===== src/eic_pkg.sv =====
package eic_pkg;

  // item kinds carried on in_tuser
  localparam logic [1:0] OP_EDGE  = 2'd0;
  localparam logic [1:0] OP_START = 2'd1;
  localparam logic [1:0] OP_STOP  = 2'd2;
  localparam logic [1:0] OP_READ  = 2'd3;

  // register select (paddr bit 2)
  localparam logic REG_GLITCH = 1'b0;
  localparam logic REG_RADIO  = 1'b1;

  localparam logic [15:0] GLITCH_RESET = 16'd50;

  localparam int TS_W    = 32;
  localparam int RIDX_W  = 10;
  localparam int COUNT_W = 11;
  localparam int THR_W   = 16;

  // status of one item, passed from the control stage to the output register
  typedef struct packed {
    logic               edge_stored;
    logic [COUNT_W-1:0] entry_count;
    logic               recording_on;
    logic               read_valid;
  } eic_info_t;

  // one stored entry
  typedef struct packed {
    logic            level;
    logic [TS_W-1:0] duration;
  } eic_entry_t;

endpackage


===== src/eic_ctrl.sv =====
module eic_ctrl #(
  parameter int DEPTH = 1024,
  parameter int AW    = 10,
  parameter int CW    = 11
) (
  input  logic                            clk,
  input  logic                            rst_n,
  input  logic                            in_valid,
  output logic                            in_ready,
  input  logic [1:0]                      op,
  input  logic [eic_pkg::TS_W-1:0]        ts,
  input  logic                            lvl,
  input  logic [eic_pkg::RIDX_W-1:0]      ridx,
  input  logic [eic_pkg::THR_W-1:0]       glitch_thr,
  input  logic                            radio_present,
  input  logic                            s1_advance,
  output logic                            s1_valid,
  output eic_pkg::eic_info_t              s1_info,
  output logic                            wr_en,
  output logic [AW-1:0]                   wr_addr,
  output eic_pkg::eic_entry_t             wr_data,
  output logic                            rd_en,
  output logic [AW-1:0]                   rd_addr
);

  localparam int CMPW = (CW > eic_pkg::RIDX_W) ? CW : eic_pkg::RIDX_W;
  localparam int EW   = (CW > eic_pkg::COUNT_W) ? CW : eic_pkg::COUNT_W;

  logic                       recording_r, recording_nxt;
  logic [eic_pkg::TS_W-1:0]   last_r, last_nxt;
  logic [CW-1:0]              count_r, count_nxt;
  logic                       s1_valid_r;
  eic_pkg::eic_info_t         s1_info_r, info_nxt;

  logic                       fire;
  logic [eic_pkg::TS_W-1:0]   diff;
  logic                       keep;
  logic                       not_full;
  logic [CMPW-1:0]            ridx_w;
  logic [CMPW-1:0]            count_w;
  logic [EW-1:0]              count_e;

  assign in_ready = !s1_valid_r || s1_advance;
  assign fire     = in_valid && in_ready;

  assign diff     = ts - last_r;
  assign keep     = diff >= eic_pkg::TS_W'(glitch_thr);
  assign not_full = count_r < CW'(DEPTH);
  assign ridx_w   = CMPW'(ridx);
  assign count_w  = CMPW'(count_r);

  // store on a kept edge while recording and not full
  assign wr_en   = fire && (op == eic_pkg::OP_EDGE) && recording_r && keep && not_full;
  assign wr_addr = count_r[AW-1:0];
  assign wr_data = '{level: lvl, duration: diff};

  // read the entry now; data arrives with the item in the next stage
  assign rd_en   = fire && (op == eic_pkg::OP_READ);
  assign rd_addr = ridx_w[AW-1:0];

  // update capture state for the accepted item
  always_comb begin
    recording_nxt = recording_r;
    last_nxt      = last_r;
    count_nxt     = count_r;
    info_nxt      = '0;
    case (op)
      eic_pkg::OP_EDGE: begin
        if (recording_r) begin
          last_nxt = ts;
          if (keep && not_full) begin
            count_nxt            = count_r + CW'(1);
            info_nxt.edge_stored = 1'b1;
          end
        end
      end
      eic_pkg::OP_START: begin
        if (radio_present) begin
          count_nxt     = '0;
          last_nxt      = ts;
          recording_nxt = 1'b1;
        end
      end
      eic_pkg::OP_STOP: begin
        recording_nxt = 1'b0;
      end
      eic_pkg::OP_READ: begin
        info_nxt.read_valid = (ridx_w < count_w) && (ridx_w < CMPW'(DEPTH));
      end
      default: begin
        recording_nxt = recording_r;
      end
    endcase
    count_e               = EW'(count_nxt);
    info_nxt.entry_count  = count_e[eic_pkg::COUNT_W-1:0];
    info_nxt.recording_on = recording_nxt;
  end

  always_ff @(posedge clk) begin
    if (!rst_n) begin
      recording_r <= 1'b0;
      last_r      <= '0;
      count_r     <= '0;
      s1_valid_r  <= 1'b0;
    end else begin
      if (fire) begin
        recording_r <= recording_nxt;
        last_r      <= last_nxt;
        count_r     <= count_nxt;
      end
      if (in_ready) begin
        s1_valid_r <= in_valid;
      end
    end
  end

  // hold item status alongside the memory read
  always_ff @(posedge clk) begin
    if (fire) begin
      s1_info_r <= info_nxt;
    end
  end

  assign s1_valid = s1_valid_r;
  assign s1_info  = s1_info_r;

endmodule


===== config.mk =====
export PLATFORM = sky130hd
export DESIGN_NAME = eic_ctrl
export DESIGN_NICKNAME = d
export VERILOG_FILES = /design/src/eic_pkg.sv /design/src/eic_ctrl.sv
export SDC_FILE = /design/constraint.sdc
export NUM_CORES = 1
export LEC_CHECK = 0
export BUFFER_PORTS_ARGS = -buffer_cell sky130_fd_sc_hd__clkbuf_2
export CORE_MARGIN = 4
export CORE_UTILIZATION = 39
export DETAILED_ROUTE_END_ITERATION = 7
export PLACE_DENSITY_LB_ADDON = 0.3
export SYNTH_ARGS = -nofsm -noshare
export SYNTH_HDL_FRONTEND = slang
export SYNTH_SLANG_ARGS = --single-unit

===== constraint.sdc =====
create_clock -name clk -period 8.68 [get_ports clk]
set_input_delay 0.868 -clock clk [delete_from_list [all_inputs] [get_ports clk]]
set_output_delay 0.868 -clock clk [all_outputs]
set_load 0.005 [all_outputs]

==> impl_results.md, run 1 <==
* Vias in the first global route at 5303
* Clock Skews at 0.01053 ns
* Drt wl/cell at 15.12 um
* Fmax at 159.7 MHz
* Power per cell area at 148.3 nW/um^2
* # fillers at 1517
* Die ar. at 16710 um^2
* CTS resizes at 0
* Area occupied by multi-input gates at 3801 um^2
* Most common cell after layout, fill and taps aside: clkbuf_2
* Chip width at 129.3 um
* Critical path launch point type: primary input
* Top post-synthesis cells by area: dfxtp_1 (16%), ha_1 (13%), nand2_1 (8.6%)
* CTS Sinks at 59
* Clock Pin Slew Worst Setup and Hold Paths at 0.05 ns
* Async SR Flop Fraction at 0
* Worst Reg2Reg Path Length in Cells at 18
* Number of detailed-route iterations in the first pass at 5
* Ports at 137
* Clk Tree Root Cell: clkbuf_16
* Post-synth top area share at 0.1570
* CP Depth at 20
* Synthesized-area fraction occupied by adder cells at 0.1344
* Leak at 2.868 nW
* Rows at 44
* RSZ-0062 raised after global routing: false
* Number of buffers and inverters on the critical path at 3
* Largest family of logic cells by synthesized area: compound AO/OA/AOI/OAI gates
* GRT Total Usage at 0.1951
* Diodes inserted at 0
* Layout cells sized above 1 at 0.1955
* Antenna-violating nets left at 0
* Max Root-Sink Buffers at 2
* Initial antenna violation count at 0
* Drt total wl at 16160 um
* Routed wl met3 at 1029 um
* Min Tclk post-route at 6.263 ns
* Post-synth EDFFs at 14
* Max-slew violations at 0
* FF/Latch Area at 1321 um^2
* CTS buffer count at 9
* Synth Cell Area at 5737 um^2
* Worst-skew pair later-pin latency at 0.34 ns
* Max layer used: met4
* WP data arrival at 5.40 ns
* Synth cell types at 77
* Initial DRC Count at 319
* Nets at 1007
* Hold Path Class: reg -> reg
* Input/output buffers at 134
* # DRC at 0
* Worst slew margin at 0.2413
* Top_reg_cell synth: dfxtp_1
* CP Data Required Time at 7.81 ns
* Tcrit/Tclk final at 0.7216
* Overflow left after global routing at 0
* Largest net degree at the start of global routing at 42
* Xor/xnor share of the synthesized area at 0.03511
* Cells along the critical path: clkbuf_2 > inv_1 > ha_1 > fa_1 > nand2b_1 > a21oi_1 > o21ai_0 > nand2_1 > xor2_1 > ha_1 > a21oi_1 > nor2b_1 > a2111oi_0 > a211oi_1 > or4_1 > a211oi_2 > nand4b_2 > o31a_1 > and3_1 > clkbuf_2
* Family with the most delay on the worst path: compound AO/OA/AOI/OAI gates
* Status: finished clean
* CP endpoint kind: primary output
* Wl on met1 at 7744 um
* Post-CTS setup buffer count at 0
* Sum Neg Setup Slack at 0 ns
* Synth Net Count at 910
* Largest stage delay on the critical path at 0.59 ns
* Peak VDD IR at 0.00009452 V
* #FFs+latches synth at 59
* Final WS setup at 2.417 ns
* Final Setup Violations at 0
* Max Cap Viol at 0
* Routed via count at 5729
* Average vias per placed instance at 5.359
* Area delta synth->final at 16.36%
* First-pass GRT wire length at 26300 um
* Compound-Gate Fraction of Synth Area at 0.2506
* Syn avg cell area at 7.327 um^2
* Yosys warns at 0
* Max FO, Critical Path at 20
* Area leader, netlist: dfxtp_1
* Actual slew at the worst max-slew pin at 1.131 ns
* Mux cell area share after synthesis at 0.01221
* Register area share after synthesis at 0.2303
* CTS tree: yes
* Hold buffers post-CTS at 0
* GP Congestion at 0.9038
* CORE AREA at 14480 um^2
* Slowest cell on the critical path: o31a_1
* Setup CP Type: in -> out
* Met2 WL at 7063 um
* Simple-gate share of the synthesized area at 0.2290
* H-tree Lvls at 3
* Hold depth at 2
* Final HPWL DP at 12670 um
* DIE HEIGHT at 129.3 um
* Hold Violations, Final at 0
* Commonest non-fill, non-tap cells in the layout: clkbuf_2 (134), nand2_1 (132), a21oi_1 (90), inv_1 (79), ha_1 (60)
* Synth Instances at 783
* Setup WS pre-CTS at 2.412 ns
* Initial Util at 0.3962
[through the flow]
step	hold WS (ns)	power, mW	util	cells	instance area [um^2]
finish	0.4526	0.9897	0.4610	1069	6675
global route	0.4780	1.052	0.4610	1069	6675
detailed placement	0.4467	0.6022	0.4391	1053	6357
CTS	0.4540	0.9997	0.4610	1069	6675
floorplan	0.4363	0.5024	-	783	5737
global placement	0.4430	0.6004	0.4391	1053	6357
[cell type report]
cell class / count / share of cell area
Multi-Input combinational cell: 592 / 0.5694
Sequential cell: 59 / 0.1979
Timing Repair Buffer: 139 / 0.1061
Inverter: 79 / 0.04442
Tap cell: 184 / 0.03449
Clock buffer: 10 / 0.03430
Clock inverter: 6 / 0.01331
[path summary, 6_finish.rpt]
check	from	to	slack, ns
max	ts[0]	wr_en	2.42
min	last_r[3]	last_r[3]	0.45
min reg2reg	last_r[3]	last_r[3]	0.45
max reg2reg	last_r[0]	s1_info[9]	3.35
[cells by family (layout without fill, tap and decap cells)]
kind of cell / Yosys count / in the layout
AO/OA/AOI/OAI: 219 / 219
XOR/XNOR: 23 / 23
adder cells (fa/ha/maj): 61 / 61
buffers and inverters: 132 / 234
flip-flops: 59 / 59
multiplexers: 7 / 7
AND/OR/NAND/NOR: 282 / 282
[layer usage]
layer / GRT usage / vias up
met5: 0 / -
met4: 0.06362 / 0
met3: 0.04782 / 24
met2: 0.2954 / 151
met1: 0.2727 / 2620
li1: - / 2934
[sequential cells by signal, summed over array words and instances, names as in the netlist]
| register | cells |
|---|---|
| count_r | 11 |
| last_r | 32 |
| recording_r | 1 |
| s1_info | 14 |
| s1_valid | 1 |
[where the power goes]
part	switching [mW]	internal (mW)	leakage (nW)
sequential	0.00378	0.290	0.506
combinational	0.181	0.122	2.21
clock	0.141	0.252	0.149
[synthesized netlist by cell type, drive strengths merged (2+ instances only)]
| master | number |
|---|---|
| nand2 | 133 |
| a21oi | 93 |
| inv | 79 |
| ha | 60 |
| dfxtp | 45 |
| nor2 | 45 |
| buf | 39 |
| o21ai | 36 |
| nand3 | 21 |
| nor3 | 20 |
| a21o | 15 |
| clkbuf | 14 |
| edfxtp | 14 |
| nand4 | 14 |
| xnor2 | 14 |
| nand2b | 9 |
| o31ai | 9 |
| xor2 | 9 |
| or3 | 8 |
| and3 | 7 |
| mux2i | 7 |
| o211ai | 7 |
| a31oi | 6 |
| nor2b | 6 |
| a211o | 5 |
| o21bai | 5 |
| o311ai | 5 |
| a211oi | 4 |
| and2 | 4 |
| o21a | 4 |
| or4 | 4 |
| a41o | 3 |
| o31a | 3 |
| a221o | 2 |
| a221oi | 2 |
| a22oi | 2 |
| nor4b | 2 |
| o2111ai | 2 |
| o221ai | 2 |
| o41a | 2 |
[worst reg2reg max path, cell delays in order, from the launching register on]
cell and delay (ns):
dfxtp_1 0.31, ha_1 0.20, fa_1 0.41, nand2b_1 0.18
a21oi_1 0.24, o21ai_0 0.18, nand2_1 0.11, xor2_1 0.20
ha_1 0.27, a21oi_1 0.15, nor2b_1 0.06, a2111oi_0 0.37
a211oi_1 0.17, or4_1 0.50, a211oi_2 0.19, nand4b_2 0.18
o31ai_2 0.99, nor4_1 0.10, a221o_1 0.29
(Power assumes the default switching activity.)
==> run 2: changes to the inputs <==
ABC_AREA = 1   (was not set)
clock period = 5.99 ns   (was 8.68 ns; I/O delays follow)
==> impl_results.md, run 2 <==
* Drt wl/cell at 12.69 um (-16%)
* Clock Pin Slew Worst Setup and Hold Paths at 0.05 ns (about the same)
* Initial antenna violation count at 0 (unchanged)
* Worst r2r dst: s1_info[10]
* Power per cell area at 216.1 nW/um^2 (+46%)
* Critical path launch point type: primary input
* Worst hold start: last_r[22]
* Input/output buffers at 134 (unchanged)
* Max Cap Viol at 0 (unchanged)
* Die ar. at 17380 um^2 (+4.0%)
* Ports at 137 (unchanged)
* R2r startpoint: last_r[0]
* Max Root-Sink Buffers at 2 (unchanged)
* Commonest non-fill, non-tap cells in the layout: nand2_1 (310), inv_1 (223), clkbuf_2 (134), a21oi_1 (74), nor2_1 (63)
* CORE AREA at 15090 um^2 (+4.2%)
* CP endpoint kind: primary output
* Layout cells sized above 1 at 0.1589 (-0.03655)
* Min Tclk post-route at 4.357 ns
* Post-CTS setup buffer count at 0 (unchanged)
* Largest register FFs at 32 (unchanged)
* Diodes inserted at 0 (unchanged)
* Hold Path Class: reg -> reg
* Tcrit/Tclk final at 0.7274
* Flop-to-flop setup slack at 2.21 ns (-1.14 ns)
* Most flop-heavy register: last_r
* Post-synth top area share at 0.1945 (+0.03749)
* WP data arrival at 3.76 ns (-1.64 ns)
* CTS Sinks at 59 (unchanged)
* GP Congestion at 0.8896 (-1.6%)
* Rows at 45 (+2.3%)
* Async SR Flop Fraction at 0 (unchanged)
* Top post-synthesis cells by area: nand2_1 (19%), dfxtp_1 (15%), inv_1 (14%)
* Area leader, netlist: nand2_1
* Max FO, Critical Path at 10 (-50%)
* DIE HEIGHT at 131.9 um (+2.0%)
* Average vias per placed instance at 4.683 (-13%)
* Clock Skews at 0.007854 ns (-0.002681 ns)
* Most common cell after layout, fill and taps aside: nand2_1
* RSZ-0062 raised after global routing: false
* CTS resizes at 0 (unchanged)
* CTS tree: yes
* Largest net degree at the start of global routing at 60 (+43%)
* Final HPWL DP at 13710 um (+8.3%)
* GRT Total Usage at 0.1908 (-0.004288)
* Worst-skew pair later-pin latency at 0.34 ns (about the same)
* Leak at 3.937 nW (+37%)
* Final Non-Filler Cells at 1308 (+22%)
* Synth cell types at 38 (-51%)
* Routed via count at 6126 (+6.9%)
* Post-synth EDFFs at 14 (unchanged)
* # DRC at 0 (unchanged)
* Drt total wl at 16610 um (+2.7%)
* Yosys warns at 0 (unchanged)
* Vias in the first global route at 5720 (+7.9%)
* Register area share after synthesis at 0.2209 (-0.009442)
* Hold buffers post-CTS at 0 (unchanged)
* Chip width at 131.9 um (+2.0%)
* Synth Net Count at 1130 (+24%)
* Top_reg_cell synth: dfxtp_1
* Placed cells at 1292 (+23%)
* Initial Util at 0.3964 (about the same)
* Area delta synth->final at 16.48%
* Hold Violations, Final at 0 (unchanged)
* Final Setup Violations at 0 (unchanged)
* Max-slew violations at 0 (unchanged)
* Hold Crit Endpoint: last_r[22]
* Worst slew margin at 0.3464 (+0.1051)
* Antenna-violating nets left at 0 (unchanged)
* Hold depth at 2 (unchanged)
* Worst Reg2Reg Path Length in Cells at 24 (+6)
* Count leader, synth: nand2_1
* Top cells by count, synth: nand2_1 (310), inv_1 (223), a21oi_1 (74)
* Number of detailed-route iterations in the first pass at 4 (-1)
* Syn avg cell area at 5.964 um^2 (-19%)
* # fillers at 1658 (+9.3%)
* Peak VDD IR at 0.0001320 V (+40%)
* CTS buffer count at 9 (unchanged)
* Synth Cell Area at 5982 um^2 (+4.3%)
* Clk Tree Root Cell: clkbuf_16
* H-tree Lvls at 3 (unchanged)
* Nets at 1242 (+23%)
* Sum Neg Setup Slack at 0 ns (unchanged)
* Synth Instances at 1003 (+28%)
* #FFs+latches synth at 59 (unchanged)
* Actual slew at the worst max-slew pin at 0.9793 ns (-0.1520 ns)
* Status: finished clean
* Fmax at 229.5 MHz
* Initial DRC Count at 356 (+12%)
* Setup CP Type: in -> out
* First-pass GRT wire length at 27300 um (+3.8%)
* CP Data Required Time at 5.39 ns (-2.42 ns)
* Overflow left after global routing at 0 (unchanged)
run 2: cell count changes in the layout (fill, tap and decap cells not counted), moves of 9 or more:
| cell | delta |
|---|---|
| a21o_1 | -13 |
| a21oi_1 | -16 |
| inv_1 | +144 |
| nand2_1 | +178 |
| nand2b_1 | -9 |
| nand3_1 | +15 |
| nor2_1 | +18 |
| nor3_1 | -14 |
| o21ai_0 | +18 |
| xnor2_1 | -13 |
run 2: layer usage:
metal  track usage  vias to the layer above  part of all wire
met1        0.2494                     2664              0.48
met5             0                        -                 0
met3       0.04046                       12             0.049
met2        0.3266                      149              0.47
li1              -                     3301                 -
met4       0.03851                        0            0.0092
run 2: cell families after synthesis:
| family | after synthesis | synth area share |
|---|---|---|
| and+or+nand+nor | 464 | 0.3267 |
| buffers and inverters | 265 | 0.1813 |
| AOI/OAI and AO/OA | 139 | 0.1203 |
| adders and majority gates | 61 | 0.1288 |
| DFF | 59 | 0.2209 |
| xor gates and xnor gates | 15 | 0.02196 |
run 2: worst max path at each step:
stage          cells after the start  startpoint  slack (ns)     to
2_1_floorplan                     21       ts[0]        2.48  wr_en
3_3_place_gp                      25       ts[0]        1.71  wr_en
3_5_place_dp                      25       ts[0]        1.67  wr_en
4_1_cts                           25       ts[0]        1.64  wr_en
5_1_grt                           25       ts[0]        1.30  wr_en
6_report                          25       ts[0]        1.63  wr_en
run 2: cell type report:
cell class,count,area [um^2],share of cell area
Sequential cell,59,1321,0.1896
Multi-Input combinational cell,679,3576,0.5132
Clock buffer,11,232.7,0.03340
Inverter,230,863.3,0.1239
Timing Repair Buffer,136,685.7,0.09840
Clock inverter,5,53.80,0.007721
Tap cell,188,235.2,0.03376
run 2: per-stage QoR:
step	area, um^2	setup slack [ns]	power (mW)	hold slack (ns)	util
after CTS	6968	1.644	1.522	0.4591	0.4618
after global routing	6968	1.299	1.625	0.4767	0.4618
after floorplan	5982	2.477	0.8254	0.4331	-
after global placement	6681	1.712	1.000	0.4443	0.4428
after detailed placement	6681	1.669	1.005	0.4535	0.4428
final	6968	1.633	1.506	0.4556	0.4618
run 2: report_power, final:
group	internal [mW]	switching (mW)
registers	0.431	0.00832
clock network	0.320	0.188
logic	0.207	0.352
run 2: worst max-delay path: stages:
cell and delay [ns]:
clkbuf_2 0.08, inv_1 0.05, ha_1 0.23, fa_1 0.42, inv_1 0.09, nand2_1 0.05, nand2_1 0.10, and2_1 0.21
xor2_1 0.29, ha_1 0.29, nand2_1 0.06, nor2_1 0.04, nand2_1 0.06, nand2_1 0.11, nand2_1 0.08, nand2_1 0.05
nand2_1 0.06, nand2_1 0.08, nor2_1 0.11, nand2_1 0.06, nor2_1 0.09, nand2_1 0.18, nand2_4 0.17, nor3_1 0.07
clkbuf_2 0.13
==> run 3: changes to the inputs <==
ABC_AREA = 0   (was 1)
clock period = 3.7 ns   (was 5.99 ns; I/O delays follow)
==> impl_results.md, run 3 (synthesis results as in run 1) <==
* Average vias per placed instance at 5.248 (+12%)
* Initial DRC Count at 440 (+24%)
* Failing checks: setup timing
* Clock Power Share at 0.371 (+0.034)
* Die ar. at 16710 um^2 (-3.9%)
* Sum Neg Setup Slack at -15.54 ns (-15.54 ns)
* Most flop-heavy register: last_r
* Setup WS pre-CTS at -1.104 ns (-2.774 ns)
* Input/output buffers at 134 (unchanged)
* CTS tree: yes
* Gate power share at 0.378 (+0.007)
* Ports at 137 (unchanged)
* Max-slew violations at 0 (unchanged)
* Worst slew margin at 0.5187 (+0.1723)
* Largest register FFs at 32 (unchanged)
* Overflow left after global routing at 0 (unchanged)
* Status: finished with violations
* Most common cell after layout, fill and taps aside: buf_4
* Hold Path Class: in -> reg
* Hold Violations, Final at 0 (unchanged)
* Initial Util at 0.3962 (about the same)
* DIE HEIGHT at 129.3 um (-1.9%)
* Int Power at 1.858 mW (+94%)
* Diodes inserted at 0 (unchanged)
* Worst-skew pair later-pin latency at 0.35 ns (about the same)
* Final HPWL DP at 13710 um (about the same)
* Final Setup Violations at 24 (+24)
* Clk Tree Root Cell: clkbuf_16
* Fin util at 0.5715 (+0.1097)
* Antenna-violating nets left at 0 (unchanged)
* Layout cells sized above 1 at 0.3712 (+0.2123)
* Initial antenna violation count at 0 (unchanged)
* Flop pwr share at 0.251 (-0.041)
* Commonest non-fill, non-tap cells in the layout: buf_4 (140), clkbuf_2 (134), nand2_1 (127), a21oi_1 (77), inv_1 (76)
* Clock Pin Slew Worst Setup and Hold Paths at 0.07 ns (+0.02 ns)
* Most common cell on crit path: a211oi_2
* Number of detailed-route iterations in the first pass at 5 (+1)
* Setup CP Type: reg -> out
* Drt total wl at 18290 um (+10%)
* Switching power at 0.8948 mW (+63%)
* Rows at 44 (-2.2%)
* Final Non-Filler Cells at 1213 (-7.3%)
* Min Tclk post-route at 4.567 ns
* Tcrit/Tclk final at 1.234
* GRT Total Usage at 0.2115 (+0.02063)
* Area delta synth->final at 44.23%
* Routed via count at 6366 (+3.9%)
* WP data arrival at 4.20 ns (+0.44 ns)
* CTS Sinks at 59 (unchanged)
* Peak VDD IR at 0.0002867 V (+120%)
* # DRC at 0 (unchanged)
* Fmax at 219.0 MHz
* Critical path launch point type: flop
* Final WS setup at -0.8669 ns (-2.500 ns)
* Max Cap Viol at 0 (unchanged)
* Largest net degree at the start of global routing at 33 (-45%)
* Vias in the first global route at 6103 (+6.7%)
* Switching Fraction at 0.3251 (-0.03845)
* GP Congestion at 0.9074 (+2.0%)
* Cells along the critical path: ha_4 > fa_2 > nand2b_4 > a21oi_4 > nor2b_4 > o21ai_2 > xor2_1 > ha_1 > a2111oi_4 > a211oi_2 > or4_1 > a211oi_2 > nand4b_2 > o31a_1 > and3_1 > clkbuf_2
* CP endpoint kind: primary output
* Slowest cell on the critical path: a2111oi_4
* CTS buffer count at 9 (unchanged)
* Nets at 1151 (-7.3%)
* First-pass GRT wire length at 28550 um (+4.6%)
* Fin Hold WS at 0.2530 ns (-0.2026 ns)
* Max FO, Critical Path at 3 (-7)
* Max Root-Sink Buffers at 2 (unchanged)
* Drt wl/cell at 15.07 um (+19%)
* Actual slew at the worst max-slew pin at 0.7164 ns (-0.2628 ns)
* Largest stage delay on the critical path at 0.42 ns (about the same)
* CORE AREA at 14480 um^2 (-4.0%)
* H-tree Lvls at 3 (unchanged)
* Power per cell area at 332.7 nW/um^2 (+54%)
* # fillers at 1355 (-18%)
* Clock Skews at 0.01142 ns (+0.003561 ns)
* CP Data Required Time at 3.33 ns (-2.06 ns)
* Chip width at 129.3 um (-1.9%)
* Placed cells at 1176 (-9.0%)
* RSZ-0062 raised after global routing: true
* Leak at 3.667 nW (-6.8%)
[run 3: cell count changes in the layout (fill, tap and decap cells not counted), sizes merged, moves of 9 or more]
cell / delta
buf: +146
inv: -146
nand3: -18
xnor2: +13
nor3: +12
nor2: -26
o31ai: +9
a21oi: +18
nand2: -187
nand2b: +9
a21o: +13
o21ai: -21
[run 3: worst max-delay path: cells and delay by family, from the launching register on]
family | cells | cell delay (ns)
flip-flops | 1 | 0.33
XOR/XNOR | 1 | 0.21
AO/OA/AOI/OAI | 6 | 1.40
adder cells (fa/ha/maj) | 3 | 0.79
buffers and inverters | 1 | 0.11
AND/OR/NAND/NOR | 5 | 1.01
[run 3: power by group through the flow]
stage               clock network, mW  logic [mW]  registers, mW
floorplan                           0       0.506          0.704
global placement                    0       0.929          0.704
detailed placement                  0       0.938          0.704
CTS                              1.03       0.995          0.690
global route                     1.06        1.14          0.693
finish                           1.02        1.04          0.690
[run 3: per-layer routing]
metal,track usage,part of all wire
met5,0,0
met4,0.06115,0.019
met3,0.06595,0.073
met2,0.3649,0.49
met1,0.2531,0.42
[run 3: cell type report]
cell class	instances	area, um^2	share of cell area
clock buffer	9	225.2	0.02722
clock inverter	7	123.9	0.01497
inverter	79	309.0	0.03735
multi-input combinational	592	4203	0.5079
sequential	59	1325	0.1601
tap	184	230.2	0.02782
timing repair buffer	283	1858	0.2246
[run 3: path summary, 6_finish.rpt]
| kind | slack, ns | endpoint | from | cells after the start |
|---|---|---|---|---|
| setup / recovery | -0.87 | wr_en | last_r[0] | 16 |
| hold / removal | 0.25 | last_r[12] | ts[12] | 3 |
| setup reg to reg | -0.82 | count_r[6] | last_r[0] | 19 |
| hold reg to reg | 0.45 | last_r[30] | last_r[30] | 2 |
[run 3: stage by stage]
step                      total power [mW]  area (um^2)
final                                2.753         8274
after global routing                 2.897         8274
after CTS                            2.715         8021
after detailed placement             1.643         7446
after global placement               1.632         7446
after floorplan                      1.210         5896
[run 3: what timing repair did]
item / CTS / global route
gates resized for setup: 28 / 35
endpoints found under the setup margin: 24 / 24
pin swaps: 25 / 22
setup buffers: 10 / 10
hold buffers: 0 / 0
gates cloned: 0 / 1
